## config.mk

```make
export PLATFORM = sky130hd
export DESIGN_NAME = cacf_isqrt
export DESIGN_NICKNAME = d
export VERILOG_FILES = /design/src/sv/cacf_isqrt.sv
export SDC_FILE = /design/constraint.sdc
export NUM_CORES = 1
export LEC_CHECK = 0
export ABC_AREA = 1
export BUFFER_PORTS_ARGS = -buffer_cell sky130_fd_sc_hd__buf_2
export CAP_MARGIN = 25
export CORE_MARGIN = 2
export CORE_UTILIZATION = 42
export DETAILED_ROUTE_END_ITERATION = 16
export PLACE_DENSITY_LB_ADDON = 0.08
export SYNTH_ARGS = -nofsm -noshare
export SYNTH_HDL_FRONTEND = slang
export SYNTH_SLANG_ARGS = --single-unit
```

## constraint.sdc

```tcl
create_clock -name clk -period 7.65 [get_ports clk]
set_clock_uncertainty 0.05 [all_clocks]
set_input_delay 1.9125 -clock clk [delete_from_list [all_inputs] [get_ports clk]]
set_output_delay 1.9125 -clock clk [all_outputs]
set_load 0.02 [all_outputs]
```

## src/sv/cacf_isqrt.sv

```systemverilog
`timescale 1ns / 1ps
// cacf_isqrt: iterative integer square root, two bits of the operand per cycle
// done pulses for one cycle after the last step; uses no package

module cacf_isqrt #(
    parameter int VALUE_W = 46
) (
    input  logic                     clk,
    input  logic                     rst_n,
    input  logic                     start,
    input  logic [VALUE_W-1:0]       value,
    output logic                     done,
    output logic [(VALUE_W+1)/2-1:0] root
);

    localparam int NIT   = (VALUE_W + 1) / 2;
    localparam int PAD_W = 2 * NIT;
    localparam int REM_W = NIT + 2;
    localparam int CNT_W = (NIT > 1) ? $clog2(NIT) : 1;

    logic [PAD_W-1:0] val_reg;
    logic [REM_W-1:0] rem_reg;
    logic [NIT-1:0]   root_reg;
    logic [CNT_W-1:0] cnt_reg;
    logic             busy_reg;
    logic             done_reg;

    logic [REM_W-1:0] shifted;
    logic [REM_W-1:0] trial;
    logic             take;

    assign shifted = {rem_reg[NIT-1:0], val_reg[PAD_W-1 -: 2]};
    assign trial   = {root_reg, 2'b01};
    assign take    = shifted >= trial;

    always_ff @(posedge clk or negedge rst_n)
    begin
        if (!rst_n)
        begin
            busy_reg <= 1'b0;
            done_reg <= 1'b0;
            cnt_reg  <= '0;
        end
        else
        begin
            done_reg <= 1'b0;
            if (start)
            begin
                busy_reg <= 1'b1;
                cnt_reg  <= '0;
            end
            else if (busy_reg)
            begin
                cnt_reg <= cnt_reg + CNT_W'(1);
                if (cnt_reg == CNT_W'(NIT - 1))
                begin
                    busy_reg <= 1'b0;
                    done_reg <= 1'b1;
                end
            end
        end
    end

    always_ff @(posedge clk)
    begin
        if (start)
        begin
            val_reg  <= PAD_W'(value);
            rem_reg  <= '0;
            root_reg <= '0;
        end
        else if (busy_reg)
        begin
            val_reg <= val_reg << 2;
            if (take)
            begin
                rem_reg  <= shifted - trial;
                root_reg <= {root_reg[NIT-2:0], 1'b1};
            end
            else
            begin
                rem_reg  <= shifted;
                root_reg <= {root_reg[NIT-2:0], 1'b0};
            end
        end
    end

    assign done = done_reg;
    assign root = root_reg;

endmodule

```

Yosys cells after proc, flatten, opt, wreduce, memory -nomap -nowiden
Cells that the tools add are included.
{"block": "classes", "magnitude_cmp": 1, "muxes": 12, "eq_ne": 1, "n_addsub": 2, "reduce_logical": 1}
{"cell": "46-bit two-way mux", "n": 2}
{"cell": "25-bit greater-or-equal comparator", "n": 1}
{"cell": "23-bit two-way mux", "n": 1}
{"cell": "23-bit subtractor", "n": 1}
{"cell": "5-bit two-way mux", "n": 2}
{"cell": "1-bit two-way mux", "n": 7}
{"cell": "5-bit by 1-bit adder with 5-bit output, second input constant", "n": 1}
{"cell": "5-bit == test, second input constant", "n": 1}
{"cell": "2-bit nonzero test", "n": 1}
{"block": "word_totals", "wordCells": 23, "regBits": 99, "output_inout_bits": 24, "inputBits": 49}

Depth between registers and ports, before layout
{"block": "depth", "ltp_word": 4, "depth_mapped": 16, "depth_no_buf": 16}

Worst setup path after synthesis
No wires, ideal clock.
{"block": "synth_path", "kind": "input -> register", "start": "input port start", "end": "register val_reg[0] (enable)", "stages": 4, "path_slack_ns": 3.338, "path_buffers": 2, "required_ns": 7.172, "arrival_time_ns": 3.834, "setup_ns": 0.428, "cell_sequence": "clkbuf_1 -> nor2_1 -> inv_1 -> buf_1"}
{"block": "synth_between", "elab_chain_cells": 1}
{"item": "start, declared", "line_no": "10", "text": "input logic start,"}
{"item": "2-bit nonzero test (no source line)"}
{"item": "end signal, assigned", "line_no": "68", "text": "val_reg <= PAD_W'(value);"}
{"item": "end signal, assigned", "line_no": "74", "text": "val_reg <= val_reg << 2;"}
{"item": "end, declared", "line_no": "21", "text": "logic [PAD_W-1:0] val_reg;"}
No other way between the ends.
A chain may end at the register's enable or synchronous reset.

Worst setup path after layout
{"block": "layout_path", "start": "input port start", "end": "register val_reg[44] (enable)"}
The elaborated chain is that of the path after synthesis.

==> run_results.csv <==
group,metric,value,unit
status,outcome,"complete, no violations",
worst_setup_path,cp.required,7.58,ns
grt,use_met2,32.5,%
timing,rsz0062_at_grt,"false",
layout,antenna_cells,0,
yosys,syn_area,5770,um^2
yosys,ys_types,32,
place,dp_hpwl,10200,um
worst_setup_path,worst-r2r-cell-count,13,
place,dp.cells,1049,
grt,use_met3,3.24,%
yosys,synth_seq_area_share,43.0,%
worst_hold_path,hp-start,"rem_reg[22]",
worst_setup_path,critPathCaptureType,"flop",
grt,gr-usage-met1,27.0,%
pwr,ir_drop,0.126,mV
layout,layout_common_cells,"383 x nand2_1, 116 x inv_1, 72 x buf_2",
clocking,cts_made_buffers,9,
yosys,avgSynthCellArea,7.02,um^2
layout,nets,960,
worst_setup_path,setup.worst_path.start_class,"input pin",
routing,drc,0,
routing,drt_iter0_drc,284,
timing,setup_ws,3.88,ns
routing,firstDrtPassIters,5,
clocking,cts_tree,"built",
layout,layout.cells.non_filler,1065,
clocking,ctsHoldBuffers,0,
worst_setup_path,cp_max_fo,53,
timing,slew_headroom,40.5,%
grt,grt_usage,20.0,%
timing,whs,0.412,ns
timing,maxSlewViolCount,0,
floorplanning,die_h,121,um
floorplanning,core,13300,um^2
timing,fin_crit,3.77,ns
pwr,power_frac_clock,17.8,%
pwr,netSwitchingPower,0.00109,W
timing,max_freq,265,MHz
yosys,ys_warn_count,0,
place,portBuffers,72,
floorplanning,ios,73,
timing,hold_viol_final,0,
yosys,synth-seq-cells,99,
routing,totalWireLength,13900,um
grt,grt_pass1_wl,23200,um
floorplanning,start_util,43.2,%
timing,fin_crit_sh,49.3,%
worst_setup_path,cp.arrival,3.71,ns
grt,top_usage_layer,"met2",
layout,largest_reg_flops,46,
grt,first_global_vias,4811,
clocking,postCtsSetupBuffers,0,
pwr,switching_share,46.1,%
floorplanning,die_width,121,um
clocking,cts.repair.resized,0,
clocking,cts_buffer_depth,2,
pwr,p_int,0.00127,W
pwr,cellLeakagePower,3.54,nW
routing,vias,5128,
worst_setup_path,r2r_start,"root[8]",
flow_run,drv_cap,0,
pwr,pwr_density_cell,361,nW/um^2
clocking,clock_sinks,99,
yosys,postSynthCellCount,821,
timing,tns,0,ns
clocking,clk_pin_slew_worst_paths,0.06,ns
worst_hold_path,min_delay_path_depth,2,
yosys,synth_area_leaders,"nand2_1 25%, edfxtp_1 24%, dfxtp_1 16%",
grt,grt.overflow.total,0,
yosys,yosysTopAreaCell,"nand2_1",
layout,mostFrequentLayoutCell,"nand2_1",
yosys,synth_nets,897,
grt,grt_max_degree,54,
pwr,power_frac_comb,53.4,%
grt,antenna_found_initial,0,
yosys,yosysTopAreaCellShare,24.9,%
routing,postRouteAntennaNets,0,
timing,worstMarginPinSlew,0.892,ns
floorplanning,die-area,14700,um^2
place,dp_slack,3.51,ns
clocking,cts_root_buf,"clkbuf_16",
floorplanning,row_count,42,
layout,area_delta_synth_final,13.3,%
layout,drive_gt1_share,12.1,%
timing,finalSetupViolCount,0,
routing,post_drt_wl_per_cell,13.0,um
place,place_congestion,0.920,
clocking,cts_max_level,3,
pwr,power_frac_seq,28.8,%
clocking,clock_latency,0.35,ns
routing,via_per_inst,4.82,
worst_hold_path,worstHoldPathType,"reg -> reg",
worst_setup_path,criticalPathCategory,"in -> reg",
worst_setup_path,crit_start,"start",
## logic make-up after synthesis
kind of cell               count (synthesis)  share of synthesized area, %
buffers and inverters                    147                          9.87
and+or+nand+nor                          495                          35.4
adders and majority gates                 27                          5.86
AOI/OAI and AO/OA                         44                          4.53
xor gates and xnor gates                   9                          1.37
DFF                                       99                          43.0
## power by group through the flow
stage	combinational (W)	sequential (W)	clock (W)
finish	0.00126	0.000679	0.000419
global route	0.00146	0.000687	0.000453
CTS	0.00126	0.000678	0.000431
detailed placement	0.00125	0.000688	0
global placement	0.00125	0.000689	0
floorplan	0.000990	0.000679	0
## layout make-up
| type | count | area (um^2) |
|---|---|---|
| Timing Repair Buffer | 77 | 398 |
| Inverter | 122 | 458 |
| Fill cell | 1410 | 6810 |
| Sequential cell | 99 | 2480 |
| Clock inverter | 5 | 30.0 |
| Tap cell | 176 | 220 |
| Clock buffer | 11 | 233 |
| Multi-Input combinational cell | 575 | 2720 |
## critical path, cell delays in order
cell	delay [ns]
buf_2	0.07
buf_4	0.42
nor2_1	0.08
buf_4	0.24
inv_2	0.31
buf_4	0.61
## cell usage after synthesis
master	number
o22ai_1	22
nor3_1	5
nand3b_1	1
clkinv_1	1
a21oi_4	1
clkbuf_1	12
o21ai_0	4
dfrtp_1	7
a21oi_1	16
buf_2	4
nor2_2	4
o21a_1	1
edfxtp_1	46
xnor2_1	3
nor3b_1	1
nand3_2	1
buf_1	6
xor2_1	6
nand4_1	22
nor2_1	28
nand2_1	383
clkbuf_2	1
ha_1	27
inv_2	4
nand3_4	2
buf_6	1
nand2_2	4
inv_1	117
buf_4	1
nor2_4	1
dfxtp_1	46
nand3_1	43
## worst paths after layout
kind / slack [ns] / end
min in group asynchronous: 1.33 / cnt_reg[2]
worst min register to register: 0.41 / rem_reg[22]
max in group asynchronous: 6.08 / cnt_reg[1]
worst min-delay path: 0.41 / rem_reg[22]
worst max-delay path: 3.88 / val_reg[44]
worst max register to register: 4.93 / rem_reg[19]
## metrics by stage
stage               utilization, %  total power, W  instance area (um^2)
detailed placement            47.0         0.00194                  6270
CTS                           49.0         0.00237                  6540
global route                  49.0         0.00260                  6540
global placement              47.0         0.00194                  6270
floorplan                        -         0.00167                  5770
finish                        49.0         0.00236                  6540
## routing by layer
metal  part of all wire (%)  vias to the layer above  routed length (um)
met2                     46                      107                6370
met3                    5.0                       13                 693
met5                      0                        -                   0
met4                    1.7                        0                 231
met1                     47                     2304                6590
li1                       -                     2704                   -
No activity file was read; power rests on OpenSTA's default activity.
