$ cat config.mk
export PLATFORM = sky130hd
export DESIGN_NAME = cacf_cell
export DESIGN_NICKNAME = d
export VERILOG_FILES = /design/src/sv/cacf_pkg.sv /design/src/sv/cacf_cell.sv
export SDC_FILE = /design/constraint.sdc
export NUM_CORES = 1
export LEC_CHECK = 0
export BUFFER_PORTS_ARGS = -buffer_cell sky130_fd_sc_hd__buf_2
export CAP_MARGIN = 20
export CORE_MARGIN = 2
export CORE_UTILIZATION = 32
export CTS_BUF_LIST = sky130_fd_sc_hd__clkbuf_4 sky130_fd_sc_hd__clkbuf_8 sky130_fd_sc_hd__clkbuf_16
export CTS_CLUSTER_DIAMETER = 60
export DETAILED_ROUTE_END_ITERATION = 8
export HOLD_SLACK_MARGIN = 0.03
export PLACE_DENSITY = 0.67
export SYNTH_ARGS = -nofsm -noshare
export SYNTH_HDL_FRONTEND = slang
export SYNTH_SLANG_ARGS = --single-unit
$ cat constraint.sdc
create_clock -name clk -period 1.3 [get_ports clk]
set_clock_uncertainty 0.15 [all_clocks]
set_input_delay 0.195 -clock clk [delete_from_list [all_inputs] [get_ports clk]]
set_output_delay 0.195 -clock clk [all_outputs]
set_load 0.05 [all_outputs]
$ cat src/sv/cacf_pkg.sv
`timescale 1ns / 1ps
// cacf_pkg: constants, register indexes and shared types of the ca-cfar detector
// no dependencies; used by cell_averaging_cfar and cacf_cell

package cacf_pkg;

    localparam int DEF_MAX_HALF_WINDOW = 64;
    localparam int DEF_SAMPLE_BITS     = 16;

    localparam int WIN_SPAN_W   = 7;
    localparam int GUARD_SPAN_W = 5;
    localparam int SCALE_W      = 24;
    localparam int SCALE_FRAC   = 16;
    localparam int CFG_DATA_W   = 24;
    localparam int CFG_INDEX_W  = 2;

    localparam int INDEX_W = 16;
    localparam int THR_W   = 23;
    localparam int POWER_CAP_W = 64;

    localparam logic [INDEX_W-1:0] COUNT_MAX  = 16'hFFFF;
    localparam logic [THR_W-1:0]   THRESH_MAX = 23'h7FFFFF;

    localparam logic [CFG_INDEX_W-1:0] REG_WIN_SPAN        = 2'd0;
    localparam logic [CFG_INDEX_W-1:0] REG_GUARD_SPAN      = 2'd1;
    localparam logic [CFG_INDEX_W-1:0] REG_THRESHOLD_SCALE = 2'd2;

    localparam logic [WIN_SPAN_W-1:0]   WIN_SPAN_RST   = 7'd8;
    localparam logic [GUARD_SPAN_W-1:0] GUARD_SPAN_RST = 5'd1;
    localparam logic [SCALE_W-1:0]      SCALE_RST      = 24'd65536;

    typedef struct packed {
        logic shift_in;
        logic rotate;
    } cell_ctrl_t;

endpackage

$ cat src/sv/cacf_cell.sv
`timescale 1ns / 1ps
// cacf_cell: one sample cell of the delay line
// shifts toward older cells on a new item, rotates toward cell 0 while scanning; uses cacf_pkg

module cacf_cell #(
    parameter int SAMPLE_BITS = cacf_pkg::DEF_SAMPLE_BITS
) (
    input  logic                          clk,
    input  cacf_pkg::cell_ctrl_t          ctrl,
    input  logic signed [SAMPLE_BITS-1:0] from_prev,
    input  logic signed [SAMPLE_BITS-1:0] from_next,
    output logic signed [SAMPLE_BITS-1:0] data
);

    logic signed [SAMPLE_BITS-1:0] val_reg;

    always_ff @(posedge clk)
    begin
        priority if (ctrl.shift_in)
        begin
            val_reg <= from_prev;
        end
        else if (ctrl.rotate)
        begin
            val_reg <= from_next;
        end
        else
        begin
            val_reg <= val_reg;
        end
    end

    assign data = val_reg;

endmodule

Yosys cells after proc, flatten, opt, wreduce, memory -nomap -nowiden:

Index checks and enable logic that the tools add are counted.

* output and inout port bits: 16
* input port bits: 35
* register bits after elaboration: 16
* logic and storage cells: 4

* muxes and demuxes: 2
* reductions and logical operators: 1

Operator list (count)
* $mux 16: 2
* $reduce_bool 2->1: 1

Logic depth before layout (Yosys ltp):

Gate-level depths: netlist of run 1.

* depth in word-level cells: 2
* mapped depth: 3
* mapped depth without buffers: 1

Worst setup path after synthesis of run 1:

No wires, ideal clock.

* path type: in2reg
* from: in ctrl[1] (netlist name)
* to: reg val_reg[0] (netlist: data[0]) (enable)
* slack: -86 ps
* setup time: 373 ps
* arrival: 863 ps
* buffers on the path: 2
* stages: 3
* required time: 777 ps
* path through: buf_6 > buf_12 > or2_1

* cells in the longest elaborated chain, start to end: 1

RTL lines
* from (decl): line cacf_cell.sv:9 `input cacf_pkg::cell_ctrl_t ctrl,`
* $reduce_bool 2->1 (no line)
* to (signal assigned): line cacf_cell.sv:21 `val_reg <= from_prev;`
* to (signal assigned): line cacf_cell.sv:25 `val_reg <= from_next;`
* to (signal assigned): line cacf_cell.sv:29 `val_reg <= val_reg;`
* to (decl): line cacf_cell.sv:15 `logic signed [SAMPLE_BITS-1:0] val_reg;`

No other way between the ends.
A chain may end at the register's enable or synchronous reset.

Worst setup path after layout of run 1:

* from: reg val_reg[8] (netlist: data[8])
* to: out data[8]

RTL lines
* to (decl): line cacf_cell.sv:12 `output logic signed [SAMPLE_BITS-1:0] data`

No word-level cell between the ends.

==> results of run 1 <==
==> final cells by class <==
class | count | area (µm²) | share of cell area, %
Sequential cell | 16 | 480 | 45.7
Clock buffer | 3 | 22.5 | 2.14
Tap cell | 28 | 35.0 | 3.33
Multi-Input combinational cell | 17 | 223 | 21.2
Timing Repair Buffer | 52 | 290 | 27.6
==> placed cells by master (no fill, tap or decap) <==
master / n
buf_2: 50
edfxtp_1: 16
mux2_4: 9
mux2_2: 7
clkbuf_4: 3
buf_12: 2
or2_4: 1
==> power by group through the flow <==
stage	sequential (mW)	clock, mW	combinational (mW)
6_report	0.644	0.232	0.393
5_1_grt	0.648	0.279	0.412
4_1_cts	0.645	0.247	0.397
3_5_place_dp	0.657	0	0.397
3_3_place_gp	0.656	0	0.395
2_1_floorplan	0.862	0	0.0821
==> cell families after synthesis <==
family                 Yosys count  share of synthesized area, %
flip-flops                      16                          65.6
multiplexers                    16                          29.2
buffers and inverters            2                          4.27
AND/OR/NAND/NOR                  1                         0.855
==> final timing paths <==
| kind | depth (start not counted) | slack, ns | to |
|---|---|---|---|
| min | 2 | 0.07 | data[7] |
| max | 1 | 0.1 | data[8] |
==> stage by stage <==
| step | hold slack, ns | total power [mW] | worst slack, ns |
|---|---|---|---|
| final | 0.0725 | 1.27 | 0.0957 |
| after global routing | 0.0526 | 1.34 | 0.0444 |
| after CTS | 0.0617 | 1.29 | 0.0747 |
| after detailed placement | 0.349 | 1.05 | 0.0654 |
| after global placement | 0.347 | 1.05 | 0.0697 |
| after floorplan | 0.262 | 0.945 | 0.111 |
==> metal layers <==
layer,up-vias,routed length (µm),global-route usage (%)
met4,0,17,6.58
met1,206,464,10.6
met3,2,156,4.02
met2,34,549,14.3
li1,242,-,-
met5,-,0,0
==> impl_metrics.yaml, run 1 <==
grt:
  overflow: 0
  grt_start_max_net_pins: 17
  antenna_found_initial: 0
  grt_pass1_wl_mm: 1.77
  first_global_vias: 425
  grt_usage_pct: 9.44
synth:
  ys_top_cells_by_count: "edfxtp_1, mux2_4, mux2_2"
  ys_types: 6
  synth_area_um2: 732
  synth_top_area_share_pct: 65.6
  synthCells: 35
  syn_area_per_cell_um2: 20.9
  synth.area.top_cells: "edfxtp_1, mux2_4, mux2_2"
  yosys_warnings: 0
  syn-num-nets: 70
  synthMostInstantiatedCell: "edfxtp_1"
  yosysTopAreaCell: "edfxtp_1"
  ys_ff_latch: 16
  synthArstFlopShare_pct: 0
  synth-main-ff-cell: "edfxtp_1"
  yosysSeqAreaShare_pct: 65.6
  synth_edf_count: 16
worst_hold_path:
  hp-start: "from_prev[7]"
  hp-class: "input port to flop"
setup_path:
  cp_slowest_cell: "edfxtp_1"
  required_ns: 0.95
  worst_setup_path_end_kind: "output pin"
  critPathArrivalTime_ns: 0.86
  startpoint_type: "flop"
  crit_family: "flip-flops"
  path_max_fanout: 1
  worst-path-buf-inv: 1
  crit_type: "flop to output pin"
  path_cells: "buf_2"
  cp_slowest_stage_delay_ns: 0.37
  crit_start: "data[8]"
placed_design:
  place_congestion: 0.564
  place_inst: 113
  placed_area_um2: 1030
  port_buffers: 50
  hpwl_um: 994
routing:
  wl_mm: 1.19
  first_pass_iters: 2
  vias: 484
  drc: 0
  wl_per_cell_um: 10.2
  via_per_inst: 4.17
  ant_nets: 0
  drt_iter0_markers: 3
power_and_ir_drop:
  internal_power_mw: 0.873
  p_seq_share_pct: 50.8
  vdd_drop_max_mv: 0.474
  p_clk_share_pct: 18.3
  p_leak_nw: 0.497
  swShare_pct: 31.2
  comb_power_share_pct: 31.0
  pwr_density_cell_nw_per_um2: 1210
  switchingPower_mw: 0.396
timing:
  min_period_ns: 1.20
  rsz0062_at_grt: "false"
  post-route-period-util_pct: 92.6
  finalMaxSlewViolations: 0
  tightest_slew_ns: 0.252
  hold_viol: 0
  finalSetupTns_ns: 0
  max_freq_mhz: 830
  max_slew_margin_pct: 83.3
  setup_viol: 0
final_layout:
  num_antenna_cells: 0
  drive_gt1_share_pct: 81.8
  area_growth_syn_to_layout_pct: 43.6
  final_cell_count_no_fill: 116
  fin_util_pct: 48.0
  fin_area_um2: 1050
  largest_reg_flops: 16
  final_nets: 125
  fillCellCount: 197
clock_network:
  cts.sinks: 16
  cts_buffers: 3
  post-cts-setup-buffers: 0
  cts_root_buf: "clkbuf_4"
  path_clk_slew_ns: 0.08
  clockBufferDepth: 2
  cts-resized-gates: 0
  cts.htree.levels: 1
  cts_tree: "built"
  cts_hold_buf: 0
floorplan:
  fp.dieW_um: 51.8
  die_area_um2: 2690
  ioPinCount: 51
  core_area_um2: 2190
  die-height_um: 51.8
  rows: 17
  initial_utilization_pct: 33.4
run:
  cap_violations: 0
outcome:
  status: "finished clean"
Note: power is estimated with default switching activity, not from simulation.
==> inputs of run 2 (changes only) <==
--- a/config.mk
+++ b/config.mk
@@ -9,7 +9,6 @@
 export CAP_MARGIN = 20
 export CORE_MARGIN = 2
 export CORE_UTILIZATION = 32
-export CTS_BUF_LIST = sky130_fd_sc_hd__clkbuf_4 sky130_fd_sc_hd__clkbuf_8 sky130_fd_sc_hd__clkbuf_16
 export CTS_CLUSTER_DIAMETER = 60
 export DETAILED_ROUTE_END_ITERATION = 8
 export HOLD_SLACK_MARGIN = 0.03
==> constraint.sdc (replaced) <==
create_clock -name clk -period 1.3 [get_ports clk]
set_clock_uncertainty 0.15 [all_clocks]
set_input_delay 0.39 -clock clk [delete_from_list [all_inputs] [get_ports clk]]
set_output_delay 0.39 -clock clk [all_outputs]
set_load 0.05 [all_outputs]
==> run 2 against run 1 <==
  * The run now ends with negative setup slack left
  * Sequential share of layout area is 3.7 points lower
  * Routed wire length grew 20%
  * Final area up 8.7%
  * Power rose by 8.5%
  * Worst setup slack got worse by 0.21 ns
  * Critical endpoint is now data[4]
  * Critical path depth is the same
  * Sequential power increased by 3%
  * Clock power grew 11%
  * Sequential cell count unchanged
  * First-iteration DRC count fell by 100%
  * Fmax down 15%
  * Combinational power increased by 16%
==> impl_metrics.yaml, run 2 (synthesis results as in run 1) <==
setup_path:
  path_cells: "buf_6"
  cp_slowest_cell: "edfxtp_1"
  cp_slowest_stage_delay_ns: 0.41
  critPathArrivalTime_ns: 0.87
  path_max_fanout: 1
  crit_family: "flip-flops"
  worst_setup_path_end_kind: "output pin"
  crit_type: "flop to output pin"
  startpoint_type: "flop"
  worst-path-buf-inv: 1
  required_ns: 0.76
grt:
  grt_pass1_wl_mm: 2.08
  overflow: 0
  grt_usage_pct: 11.2
  antenna_found_initial: 0
  first_global_vias: 503
  grt_start_max_net_pins: 17
power_and_ir_drop:
  vdd_drop_max_mv: 0.482
  p_leak_nw: 0.528
  pwr_density_cell_nw_per_um2: 1210
  total_power_mw: 1.38
clock_network:
  cts_tree: "built"
  cts_root_buf: "clkbuf_4"
  cts_buffers: 3
  cts.sinks: 16
  cts_hold_buf: 0
  path_clk_slew_ns: 0.09
  cts.htree.levels: 1
  clockBufferDepth: 2
placed_design:
  port_buffers: 50
  place_inst: 113
  placed_area_um2: 1020
  place_congestion: 0.574
timing:
  hold_viol: 0
  max_slew_margin_pct: 86.0
  max_freq_mhz: 709
  finalMaxSlewViolations: 0
  worst_slack_ns: -0.110
  post-route-period-util_pct: 108
  min_period_ns: 1.41
  rsz0062_at_grt: "true"
  setup_viol: 16
  tightest_slew_ns: 0.210
floorplan:
  rows: 17
  core_area_um2: 2190
  fp.dieW_um: 51.8
  die-height_um: 51.8
  die_area_um2: 2690
  initial_utilization_pct: 33.4
  ioPinCount: 51
final_layout:
  num_antenna_cells: 0
  largest_reg_flops: 16
  final_cell_count_no_fill: 117
  final_common_cell: "buf_2"
  area_growth_syn_to_layout_pct: 56.1
  fin_area_um2: 1140
  final_cell_mix: "buf_2, edfxtp_1, buf_6, mux2_4, mux2_2"
  final_nets: 125
  drive_gt1_share_pct: 80.9
routing:
  wl_met3_um: 106
  vias: 505
  wl_mm: 1.42
  drt_iter0_markers: 0
  wl_per_cell_um: 12.2
  drc: 0
  first_pass_iters: 1
  routed-wl-met2_um: 762
  dr.max_layer_used: "met4"
  met1_length_um: 497
  ant_nets: 0
  via_per_inst: 4.32
outcome:
  violations: "negative setup slack"
  status: "complete, but fails checks"
worst_hold_path:
  hp-class: "input port to flop"
run:
  cap_violations: 0
## run 2: cell types whose count changed in the layout (fill, tap and decap cells not counted), sizes merged
cell	previous run	this run
clkinv	0	1
## run 2: timing repair
action                     in CTS  in global routing
buffers inserted                0                  0
gates resized for setup        32                  0
setup endpoints to repair      16                 16
## run 2: area by class of cell
class                   count  area (µm²)
multi-input cells          17         223
well taps                  28        35.0
clock buffers               3        22.5
repair buffers             52         378
clock inverters             1        3.75
flip-flops and latches     16         480
fillers                   193        1050
## run 2: worst paths after layout
check | from | to | slack [ns] | cells past startpoint
setup / recovery | data[4] | data[4] | -0.11 | 1
hold / removal | from_next[10] | data[10] | 0.25 | 2
## run 2: routing by layer
layer | vias to the layer above | track usage (%)
met5 | - | 0
met4 | 0 | 11.8
li1 | 242 | -
met3 | 6 | 2.01
met2 | 34 | 18.6
met1 | 223 | 11.2
## run 2: report_power, final
part | internal [mW] | leakage (nW) | switching [mW]
clock network | 0.111 | 0.0154 | 0.146
registers | 0.634 | 0.163 | 0.0273
logic | 0.196 | 0.349 | 0.261
## run 2: metrics by stage
stage	hold WS [ns]	setup slack (ns)	TNS [ns]	utilization (%)
after detailed placement	0.543	-0.110	-3.03	46.4
after global placement	0.543	-0.105	-2.85	46.4
final	0.252	-0.110	-1.32	52.1
after CTS	0.239	-0.117	-1.55	52.1
after global routing	0.241	-0.149	-1.86	52.1
after floorplan	0.457	-0.0588	-1.22	-
==> inputs of run 3 (changes only) <==
--- a/config.mk
+++ b/config.mk
@@ -12,7 +12,6 @@
 export CTS_CLUSTER_DIAMETER = 60
 export DETAILED_ROUTE_END_ITERATION = 8
 export HOLD_SLACK_MARGIN = 0.03
-export PLACE_DENSITY = 0.67
 export SYNTH_ARGS = -nofsm -noshare
 export SYNTH_HDL_FRONTEND = slang
 export SYNTH_SLANG_ARGS = --single-unit
==> constraint.sdc (replaced) <==
create_clock -name clk -period 1.75 [get_ports clk]
set_clock_uncertainty 0.15 [all_clocks]
set_input_delay 0.525 -clock clk [delete_from_list [all_inputs] [get_ports clk]]
set_output_delay 0.525 -clock clk [all_outputs]
set_load 0.05 [all_outputs]
==> run 3 against run 2 <==
  * The flow now finishes without violations
  * Global-route usage fell by 0.44 points
  * Power fell by 30%
  * Sequential power fell by 28%
  * Worst setup slack improved by 0.29 ns
  * Critical endpoint is now data[9]
==> impl_metrics.yaml, run 3 (synthesis results as in run 1) <==
outcome:
  status: "finished clean"
clock_network:
  cts-resized-gates: 0
  cts_buffers: 3
  post-cts-setup-buffers: 0
  clockBufferDepth: 2
  cts_tree: "built"
  cts_hold_buf: 0
  cts_root_buf: "clkbuf_4"
  path_clk_slew_ns: 0.09
  cts.sinks: 16
  cts.htree.levels: 1
grt:
  overflow: 0
  antenna_found_initial: 0
  first_global_vias: 456
  grt_use_met3_pct: 4.60
  grt_usage_pct: 10.7
  met2_usage_pct: 20.3
  grt_busiest_layer: "met2"
  globalRouteMet1Util_pct: 9.50
  grt_start_max_net_pins: 17
  grt_pass1_wl_mm: 1.97
floorplan:
  ioPinCount: 51
  die-height_um: 51.8
  die_area_um2: 2690
  fp.dieW_um: 51.8
  core_area_um2: 2190
  rows: 17
  initial_utilization_pct: 33.4
setup_path:
  cp_slowest_stage_delay_ns: 0.40
  worst_setup_path_end_kind: "output pin"
  worst-path-buf-inv: 1
  path_cells: "buf_2"
  cp_slowest_cell: "edfxtp_1"
  startpoint_type: "flop"
  crit_type: "flop to output pin"
  critPathArrivalTime_ns: 0.90
  crit_family: "flip-flops"
  path_max_fanout: 1
  required_ns: 1.07
routing:
  via_per_inst: 4.19
  ant_nets: 0
  first_pass_iters: 2
  drt_iter0_markers: 3
  vias: 495
  wl_mm: 1.32
  drc: 0
  wl_per_cell_um: 11.2
final_layout:
  final_common_cell: "buf_2"
  fin_util_pct: 48.4
  drive_gt1_share_pct: 80.0
  largest_reg_flops: 16
  num_antenna_cells: 0
  area_growth_syn_to_layout_pct: 44.8
  final_cell_count_no_fill: 118
  final_cell_mix: "buf_2, edfxtp_1, mux2_4, mux2_2, clkbuf_4"
  fin_area_um2: 1060
  final_nets: 126
placed_design:
  place_inst: 114
  placed_area_um2: 1030
  place_congestion: 0.682
  port_buffers: 50
timing:
  setup_viol: 0
  max_slew_margin_pct: 83.2
  post-route-period-util_pct: 89.9
  hold_viol: 0
  finalSetupTns_ns: 0
  finalMaxSlewViolations: 0
  max_freq_mhz: 636
  tightest_slew_ns: 0.254
  min_period_ns: 1.57
  rsz0062_at_grt: "false"
power_and_ir_drop:
  p_leak_nw: 0.503
  total_power_mw: 0.960
  pwr_density_cell_nw_per_um2: 906
  p_seq_share_pct: 49.9
  switchingPower_mw: 0.308
  p_clk_share_pct: 19.5
  vdd_drop_max_mv: 0.463
  comb_power_share_pct: 30.6
  internal_power_mw: 0.652
  swShare_pct: 32.1
worst_hold_path:
  hp-class: "input port to flop"
run:
  cap_violations: 0
run 3: final timing paths:
| kind | from | endpoint | slack, ns | cells after the start |
|---|---|---|---|---|
| min | from_next[4] | data[4] | 0.39 | 2 |
| max | data[9] | data[9] | 0.18 | 1 |
run 3: final cells by class:
class,count,area (µm²)
fillers,206,1130
flip-flops and latches,16,480
repair buffers,53,298
multi-input cells,17,220
well taps,28,35.0
clock buffers,3,22.5
clock inverters,1,3.75
run 3: per-layer routing:
| metal | routed length [µm] | share of wire [%] |
|---|---|---|
| met5 | 0 | 0 |
| met4 | 12 | 0.91 |
| met3 | 122 | 9.2 |
| met2 | 766 | 58 |
| met1 | 421 | 32 |
run 3: stage by stage:
stage	hold WS [ns]	worst slack, ns
2_1_floorplan	0.592	0.0338
3_3_place_gp	0.679	0.116
3_5_place_dp	0.680	0.0931
4_1_cts	0.382	0.156
5_1_grt	0.371	0.141
6_report	0.395	0.177
run 3: power groups by stage:
stage | logic [mW] | registers [mW] | clock network [mW]
after floorplan | 0.0598 | 0.641 | 0
after global placement | 0.295 | 0.487 | 0
after detailed placement | 0.297 | 0.489 | 0
after CTS | 0.297 | 0.480 | 0.200
after global routing | 0.309 | 0.482 | 0.221
final | 0.294 | 0.479 | 0.187
